[src/rtl/metu_pkg.sv]
package metu_pkg;

   localparam int COORD_FRAC_BITS = 28;
   localparam int LOG_TABLE_BITS  = 8;
   localparam int LOG_TABLE_SIZE  = 2 ** LOG_TABLE_BITS;
   localparam int SMOOTH_BIAS_Q16 = 165725;
   localparam int CSR_INDEX_W     = 3;

   localparam logic [CSR_INDEX_W-1:0] CSR_X_ORIGIN = 3'd0;
   localparam logic [CSR_INDEX_W-1:0] CSR_X_STEP   = 3'd1;
   localparam logic [CSR_INDEX_W-1:0] CSR_Y_ORIGIN = 3'd2;
   localparam logic [CSR_INDEX_W-1:0] CSR_Y_STEP   = 3'd3;
   localparam logic [CSR_INDEX_W-1:0] CSR_LIMIT    = 3'd4;

   typedef struct packed {
      logic [11:0] column;
      logic [11:0] row;
   } req_type;

   typedef struct packed {
      logic [23:0] smooth_value;
      logic [15:0] escape_count;
      logic        in_set;
      logic        by_shortcut;
   } rsp_type;

   typedef struct packed {
      logic signed [31:0] x_origin;
      logic signed [31:0] x_step;
      logic signed [31:0] y_origin;
      logic signed [31:0] y_step;
      logic [15:0]        iteration_limit;
   } cfg_type;

   // one classified point handed from front to back
   typedef struct packed {
      logic signed [31:0] cx;
      logic signed [31:0] cy;
      logic               shortcut;
   } work_type;

   typedef logic [15:0] log_tab_type [LOG_TABLE_SIZE];

   // log2(1 + i / 2^LOG_TABLE_BITS) in Q.16, bit by bit through repeated squaring in Q2.30
   function automatic log_tab_type build_log_table();
      log_tab_type t;
      logic [63:0] y;
      logic [15:0] r;
      for (int i = 0; i < LOG_TABLE_SIZE; i++) begin
         y = (64'd1 << 30) + (64'(i) << (30 - LOG_TABLE_BITS));
         r = '0;
         for (int k = 0; k < 16; k++) begin
            y = (y * y) >> 30;
            r = r << 1;
            if (y >= (64'd2 << 30)) begin
               y = y >> 1;
               r = r | 16'd1;
            end
         end
         t[i] = r;
      end
      return t;
   endfunction

   localparam log_tab_type LOG_TABLE = build_log_table();

endpackage

[src/rtl/metu_queue.sv]
module metu_queue
   import metu_pkg::*;
(
   input  logic     clock,
   input  logic     reset,
   input  logic     push,
   input  work_type push_data,
   output logic     full,
   input  logic     pop,
   output logic     valid,
   output work_type pop_data
);

   work_type   entry_ff [2];
   logic       wr_ptr_ff, wr_ptr_in, rd_ptr_ff, rd_ptr_in;
   logic [1:0] count_ff, count_in;

   assign full     = (count_ff == 2'd2);
   assign valid    = (count_ff != 2'd0);
   assign pop_data = entry_ff[rd_ptr_ff];

   always_comb begin
      wr_ptr_in = wr_ptr_ff ^ push;
      rd_ptr_in = rd_ptr_ff ^ pop;
      count_in  = count_ff + 2'(push) - 2'(pop);
   end

   always_ff @(posedge clock) begin
      if (reset) begin
         wr_ptr_ff <= 1'b0;
         rd_ptr_ff <= 1'b0;
         count_ff  <= 2'd0;
      end else begin
         wr_ptr_ff <= wr_ptr_in;
         rd_ptr_ff <= rd_ptr_in;
         count_ff  <= count_in;
      end
      if (push) entry_ff[wr_ptr_ff] <= push_data;
   end

endmodule

[config.mk]
export PLATFORM = sky130hd
export DESIGN_NAME = metu_queue
export DESIGN_NICKNAME = d
export VERILOG_FILES = /design/src/rtl/metu_pkg.sv /design/src/rtl/metu_queue.sv
export SDC_FILE = /design/constraint.sdc
export NUM_CORES = 1
export LEC_CHECK = 0
export ABC_AREA = 1
export BUFFER_PORTS_ARGS = -buffer_cell sky130_fd_sc_hd__buf_2
export CORE_MARGIN = 2
export CORE_UTILIZATION = 35
export DETAILED_ROUTE_END_ITERATION = 10
export GPL_TIMING_DRIVEN = 1
export PLACE_DENSITY = 0.66
export SLEW_MARGIN = 20
export SYNTH_ARGS = -nofsm -noshare
export SYNTH_HDL_FRONTEND = slang
export SYNTH_SLANG_ARGS = --single-unit
[constraint.sdc]
create_clock -name clock -period 4.8 [get_ports clock]
set_clock_uncertainty 0.2 [all_clocks]
set_input_delay 0.96 -clock clock [delete_from_list [all_inputs] [get_ports clock]]
set_output_delay 0.96 -clock clock [all_outputs]
set_load 0.03 [all_outputs]
# Word-level counts from Yosys, hierarchy flattened
# Memories as Yosys holds them, arrays and structs flattened. A register that Yosys moved wholly into a read port is not among the register bits.
# Index checks and enable logic that the tools add are counted.
dict set report totals {
  memories 1
  out_inout_bits 67
  word_cells 13
  input_bits 69
  regBits 4
  ram_bits 130
}
# name depth width rd rd_clocked_by_memory_dff write_ports line
set memory_table {}
lappend memory_table {entry_ff 2 65 1 1 1 metu_queue.sv:14} ;# work_type entry_ff [2];
dict set report op_classes {
  n_addsub 2
  mux 3
  bitwise 2
  eq_ne 1
  n_reduce_logical 1
}
# op n
set op_table {}
lappend op_table {{$mux 1} 3}
lappend op_table {{$add 2x1->2} 1}
lappend op_table {{$eq 2x2->1 const B} 1}
lappend op_table {{$reduce_bool 2->1} 1}
lappend op_table {{$sub 2x1->2} 1}
lappend op_table {{$xor 1x1->1} 2}

# Logic depth before layout (Yosys ltp)
# Gate-level depths: netlist of run 1.
dict set report logic_depth {
  word_depth 2
  mapped_depth 9
  mapped_depth_nobuf 9
}

# Least setup slack after synthesis of run 1
# OpenSTA, ideal clock, no wires.
dict set report synth_timing {
  path_kind {input to register}
  from {input port push}
  to {memory entry_ff[0][0] (netlist bit) (enable)}
  t_arrival_ns 2.536
  path_buffers 0
  t_required_ns 4.170
  setup_ns 0.430
  path_slack_ns 1.634
  cell_stages 1
  path_cell_list {ha_1}
}
dict set report synth_between {
  elab_chain_len 2
}
# element line
set synth_rtl {}
lappend synth_rtl {{from (decl)} metu_queue.sv:6} ;# input logic push,
lappend synth_rtl {{$mux 1} metu_queue.sv:38} ;# if (push) entry_ff[wr_ptr_ff] <= push_data;
lappend synth_rtl {{$mux 1 (not written as such)} metu_queue.sv:38}
lappend synth_rtl {{to (decl)} metu_queue.sv:14}
# Every way passes these cells.

==> results_dict.tcl, run 1 <==
set metrics [dict create \
    antenna_found_initial 0 \
    postPlaceCellArea_mm2 0.00593 \
    yosysTopAreaCellShare_pct 77.1 \
    clock_path_buffers 2 \
    clock-root-buffer "clkbuf_16" \
    setup_viol 0 \
    die_area_mm2 0.0154 \
    drtIter0Drc 97 \
    cts_tree "built" \
    htree_levels 4 \
    gp_congestion 0.638 \
    drv_slew 0 \
    post-route-period-util_pct 71.3 \
    place_hpwl_um 5260 \
    p_per_area_mw_per_mm2 459 \
    seq_area_frac_synth_pct 78.7 \
    yosys_warnings 0 \
    rsz0062_at_grt "false" \
    vias 2538 \
    status "finished, final reports clean" \
    firstDrtPassIters 4 \
    relSlewSlack_pct 28.2 \
    antenna_cells_inserted 0 \
    syn_area_mm2 0.00506 \
    worstHoldStart "count_ff[1]" \
    drc_errors 0 \
    crit_path_end_kind "primary output" \
    cap_violations 0 \
    min_period_ns 3.42 \
    holdBufCountCts 0 \
    start_kind "flop" \
    cts_resized 0 \
    crit_fanout 63 \
    yosys.area.top_type "edfxtp_1" \
    yosysUniqueCellTypes 13 \
    crit_chain "buf_4 -> mux2_4 -> buf_2" \
    fin_setup_tns_ns 0 \
    r2r_start "wr_ptr_ff" \
    synth_fp_nets 302 \
    insertion_delay_ns 0.41 \
    post_cts_buffers 0 \
    hold_class "reg -> reg" \
    dieHeight_um 124 \
    async_reset_ff_share_pct 0 \
    top_level_ports 136 \
    cts_made_buffers 17 \
    cp-startpoint "rd_ptr_ff" \
    yosysMostFrequentCell "edfxtp_1" \
    grt.overflow.total 0 \
    die_x_um 124 \
    drt_wl_total_um 8500 \
    area_growth_pct 27.9 \
    grt_max_degree 66 \
    design_area_mm2 0.00647 \
    ys.flop_type "edfxtp_1" \
    clkTransAtPathRegs_ns 0.05 \
    synth.area.top_cells "edfxtp_1 (77%), mux2_4 (12%), mux2_2 (5.6%)" \
    syn_inst 229 \
    rows 43 \
    cp_slowest_cell "dfxtp_4" \
    slowest_delay_ns 1.05 \
    leakage_nw 2.53 \
    grt_pass1_vias 2658 \
    portBuffers 135 \
    cp_data_arrival_time_ns 2.26 \
    final_util_pct 46.3 \
    grt_pass1_wl_um 13200 \
    clock.fmax_mhz 292 \
    groute.usage.overall_pct 11.3 \
    path_buf_inv 2 \
    synthTopCellsByCount "edfxtp_1 (130), mux2_4 (40), mux2_2 (25), inv_1 (7)" \
    start_util_pct 36.2 \
    avgSynthCellArea_um2 22.1 \
    synth-seq-cells 134 \
    path_delay_family "flip-flops" \
    layout.nets 450 \
    design.core.area_mm2 0.0140 \
    routed_via_density 4.46 \
    synth_edf_count 130 \
    whs_ns 0.373 \
    worst-setup-path-type "reg -> out" \
    cp.required_ns 3.64 \
    hold_violations 0 \
    drive_above_1_share_pct 58.9 \
    max_slew.worst_pin.slew_ns 1.08 \
    antenna_left 0 \
    clock-sinks 134 \
    wl_per_cell_um 14.9 \
    vdd_drop_max_mv 0.273 \
]
==> report_power, final <==
group | internal, mW | total, mW | switching [mW] | leakage, nW
registers | 1.37 | 1.41 | 0.0417 | 1.25
clock network | 0.744 | 1.18 | 0.436 | 0.263
logic | 0.157 | 0.386 | 0.229 | 1.02
total | 2.27 | 2.98 | 0.707 | 2.53
==> path summary, 6_finish.rpt <==
check,end,slack (ns),cells after the start
worst min-delay path,count_ff[1],0.37,3
worst min register to register,count_ff[1],0.37,3
worst max register to register,entry_ff[0][3],2.98,2
worst max-delay path,pop_data[15],1.38,3
==> per-layer routing <==
metal  part of all wire (%)  GRT usage [%]  routed length (um)
met2                     49           18.6                4170
met1                     42           12.5                3600
met4                    2.1           5.35                 178
met3                    6.5           4.85                 548
met5                      0              0                   0
==> kinds of logic after synthesis <==
group                    after synthesis  synth area share [%]
AND/OR/NAND/NOR                       10                 0.766
buffers and inverters                 14                  1.83
adder cells (fa/ha/maj)                4                 0.989
multiplexers                          65                  17.4
flip-flops                           134                  78.7
XOR/XNOR                               1                 0.173
AO/OA/AOI/OAI                          1                0.0988
==> area by class of cell <==
cell class | instances | area, um^2
clock buffers | 17 | 425
clock inverters | 14 | 118
fillers | 1234 | 7510
inverters | 7 | 26.3
multi-input cells | 81 | 1010
flip-flops and latches | 134 | 3990
well taps | 180 | 225
repair buffers | 136 | 683
==> worst reg2reg max path: stages (launching register included) <==
cell	delay, ns
dfxtp_1	0.33
inv_1	0.09
ha_4	0.78
==> metrics by stage <==
step	setup slack (ns)	total power [mW]	std cells
floorplan	1.63	1.70	229
global placement	1.77	1.82	538
detailed placement	1.76	1.83	538
CTS	1.32	3.01	569
global route	1.24	3.09	569
finish	1.38	2.98	569
==> state kept, by name (all words and copies together) (netlist names) <==
name and flops:
count_ff 2, entry_ff 130, rd_ptr_ff 1, wr_ptr_ff 1
==> cell usage in the layout, fill, tap and decap left out, drive strengths merged <==
cell        n
buf       136
edfxtp    130
mux2       65
clkbuf     17
clkinv     10
inv         7
nor2        5
nand2       4
dfxtp       4
ha          4
clkinvlp    2
bufinv      2
xnor2       1
a21oi       1
nand3       1
Note: power is estimated with default switching activity, not from simulation.
==> inputs of run 2 (changes only) <==
Settings changed: PLACE_DENSITY 0.66 to 0.68.
Clock period 4.8 ns to 2.8 ns, I/O delays scaled along.
==> run 2 against run 1 <==
Effect of this change: die area did not move; core utilization increased by 1.5 points; register-to-register slack worse by 1.8 ns; cell count increased by 1.6%; cell area increased by 3.3%; global-route usage rose by 0.61 points.
==> results_dict.tcl, run 2 (synthesis results as in run 1) <==
set metrics [dict create \
    dp_worst_setup_slack_ns 0.504 \
    largest_register_ffs 130 \
    setup_viol 0 \
    drc_errors 0 \
    worstHoldStart "push_data[9]" \
    final_common_cell "buf_2" \
    clock.fmax_mhz 371 \
    top_register "entry_ff" \
    wl_per_cell_um 15.3 \
    hold_end "entry_ff[0][9]" \
    rsz0062_at_grt "false" \
    htree_levels 4 \
    cts_resized 0 \
    layout.nets 458 \
    die_area_mm2 0.0154 \
    drtIter0Drc 152 \
    firstDrtPassIters 4 \
    drv_slew 0 \
    cp_data_arrival_time_ns 1.94 \
    reg2reg_depth 2 \
    cts_made_buffers 17 \
    drt_wl_total_um 8850 \
    antenna_cells_inserted 0 \
    top_level_ports 136 \
    setup_slack_ns 0.102 \
    cp_slowest_cell "dfxtp_4" \
    grt_pass1_wl_um 13900 \
    post-route-period-util_pct 96.4 \
    holdBufCountCts 0 \
    clock-sinks 134 \
    insertion_delay_ns 0.41 \
    area_growth_pct 32.2 \
    crit_chain "buf_4 -> mux2_2 -> buf_2" \
    hold_class "in -> reg" \
    clock-root-buffer "clkbuf_16" \
    worst-setup-path-type "reg -> out" \
    drive_above_1_share_pct 60.6 \
    grt.overflow.total 0 \
    clkTransAtPathRegs_ns 0.05 \
    r2r_slack_ns 1.19 \
    whs_ns 0.135 \
    relSlewSlack_pct 70.4 \
    cp.required_ns 2.04 \
    crit_path_end_kind "primary output" \
    grt_pass1_vias 2762 \
    routed_via_density 4.48 \
    post_cts_buffers 0 \
    r2r_start "wr_ptr_ff" \
    min_period_ns 2.70 \
    portBuffers 135 \
    antenna_left 0 \
    cap_violations 0 \
    groute.usage.overall_pct 11.9 \
    nFillCells 1215 \
    design.core.area_mm2 0.0140 \
    dieHeight_um 124 \
    top_regs "entry_ff: 130 flops, count_ff: 2 flops" \
    vias 2590 \
    leakage_nw 2.64 \
    start_kind "flop" \
    hold_violations 0 \
    cp-startpoint "rd_ptr_ff" \
    vdd_drop_max_mv 0.491 \
    start_util_pct 36.2 \
    slowest_delay_ns 0.60 \
    rows 43 \
    r2r_end "entry_ff[1][55]" \
    antenna_found_initial 1 \
    place_hpwl_um 6110 \
    hold_path_depth 1 \
    max_slew.worst_pin.slew_ns 0.444 \
    fin_setup_tns_ns 0 \
    clock_path_buffers 2 \
    cts_tree "built" \
    grt_max_degree 30 \
    gp_congestion 0.662 \
    p_per_area_mw_per_mm2 825 \
    crit_fanout 23 \
    mostFrequentLayoutCells "buf_2 (135), edfxtp_1 (130), mux2_4 (40), mux2_2 (25), clkbuf_16 (17)" \
    die_x_um 124 \
    status "finished, final reports clean" \
]
==> run 2: changes by cell type in the layout (fill, tap and decap cells not counted) <==
| cell | delta |
|---|---|
| clkinv_2 | -2 |
| clkinv_1 | -6 |
| clkbuf_8 | +4 |
| clkbuf_1 | +3 |
| buf_12 | +3 |
| clkinvlp_4 | -1 |
| bufinv_16 | +3 |
| buf_4 | +5 |
==> run 2: cell type report <==
class | count | area (um^2) | area share [%]
sequential | 134 | 3990 | 59.6
tap | 180 | 225 | 3.37
clock buffer | 24 | 492 | 7.35
clock inverter | 8 | 168 | 2.51
inverter | 7 | 26.3 | 0.393
timing repair buffer | 144 | 781 | 11.7
multi-input combinational | 81 | 1010 | 15.1
==> run 2: worst max-delay path by stage <==
stage,to,slack (ns)
final,pop_data[55],0.10
after global placement,pop_data[62],0.55
after floorplan,entry_ff[0][0],0.03
after global routing,pop_data[63],0.01
after detailed placement,pop_data[55],0.50
after CTS,pop_data[55],0.05
==> run 2: where the power goes <==
group | total [mW] | internal [mW] | switching (mW)
sequential | 2.39 | 2.34 | 0.0445
clock | 2.42 | 1.67 | 0.752
combinational | 0.711 | 0.285 | 0.426
==> run 2: worst max-delay path: cells and delay by family (launching register included) <==
kind | cells | cell delay, ns
flip-flops | 1 | 0.60
buffers and inverters | 2 | 0.54
multiplexers | 1 | 0.38
==> run 2: through the flow <==
step | power [mW] | utilization (%) | cell area, um^2 | instances
finish | 5.52 | 47.8 | 6690 | 578
floorplan | 2.92 | - | 5060 | 229
global route | 5.72 | 47.8 | 6690 | 578
global placement | 3.13 | 43.1 | 6030 | 546
detailed placement | 3.15 | 43.1 | 6030 | 546
CTS | 5.60 | 47.8 | 6690 | 578
==> run 2: metal layers <==
metal	global-route usage, %	vias to the layer above	part of all wire (%)	wire length (um)
met5	0	-	0.15	13
met1	12.4	1270	40	3500
met2	19.9	93	51	4490
li1	-	1208	-	-
met4	5.55	2	1.6	144
met3	5.93	17	7.9	701
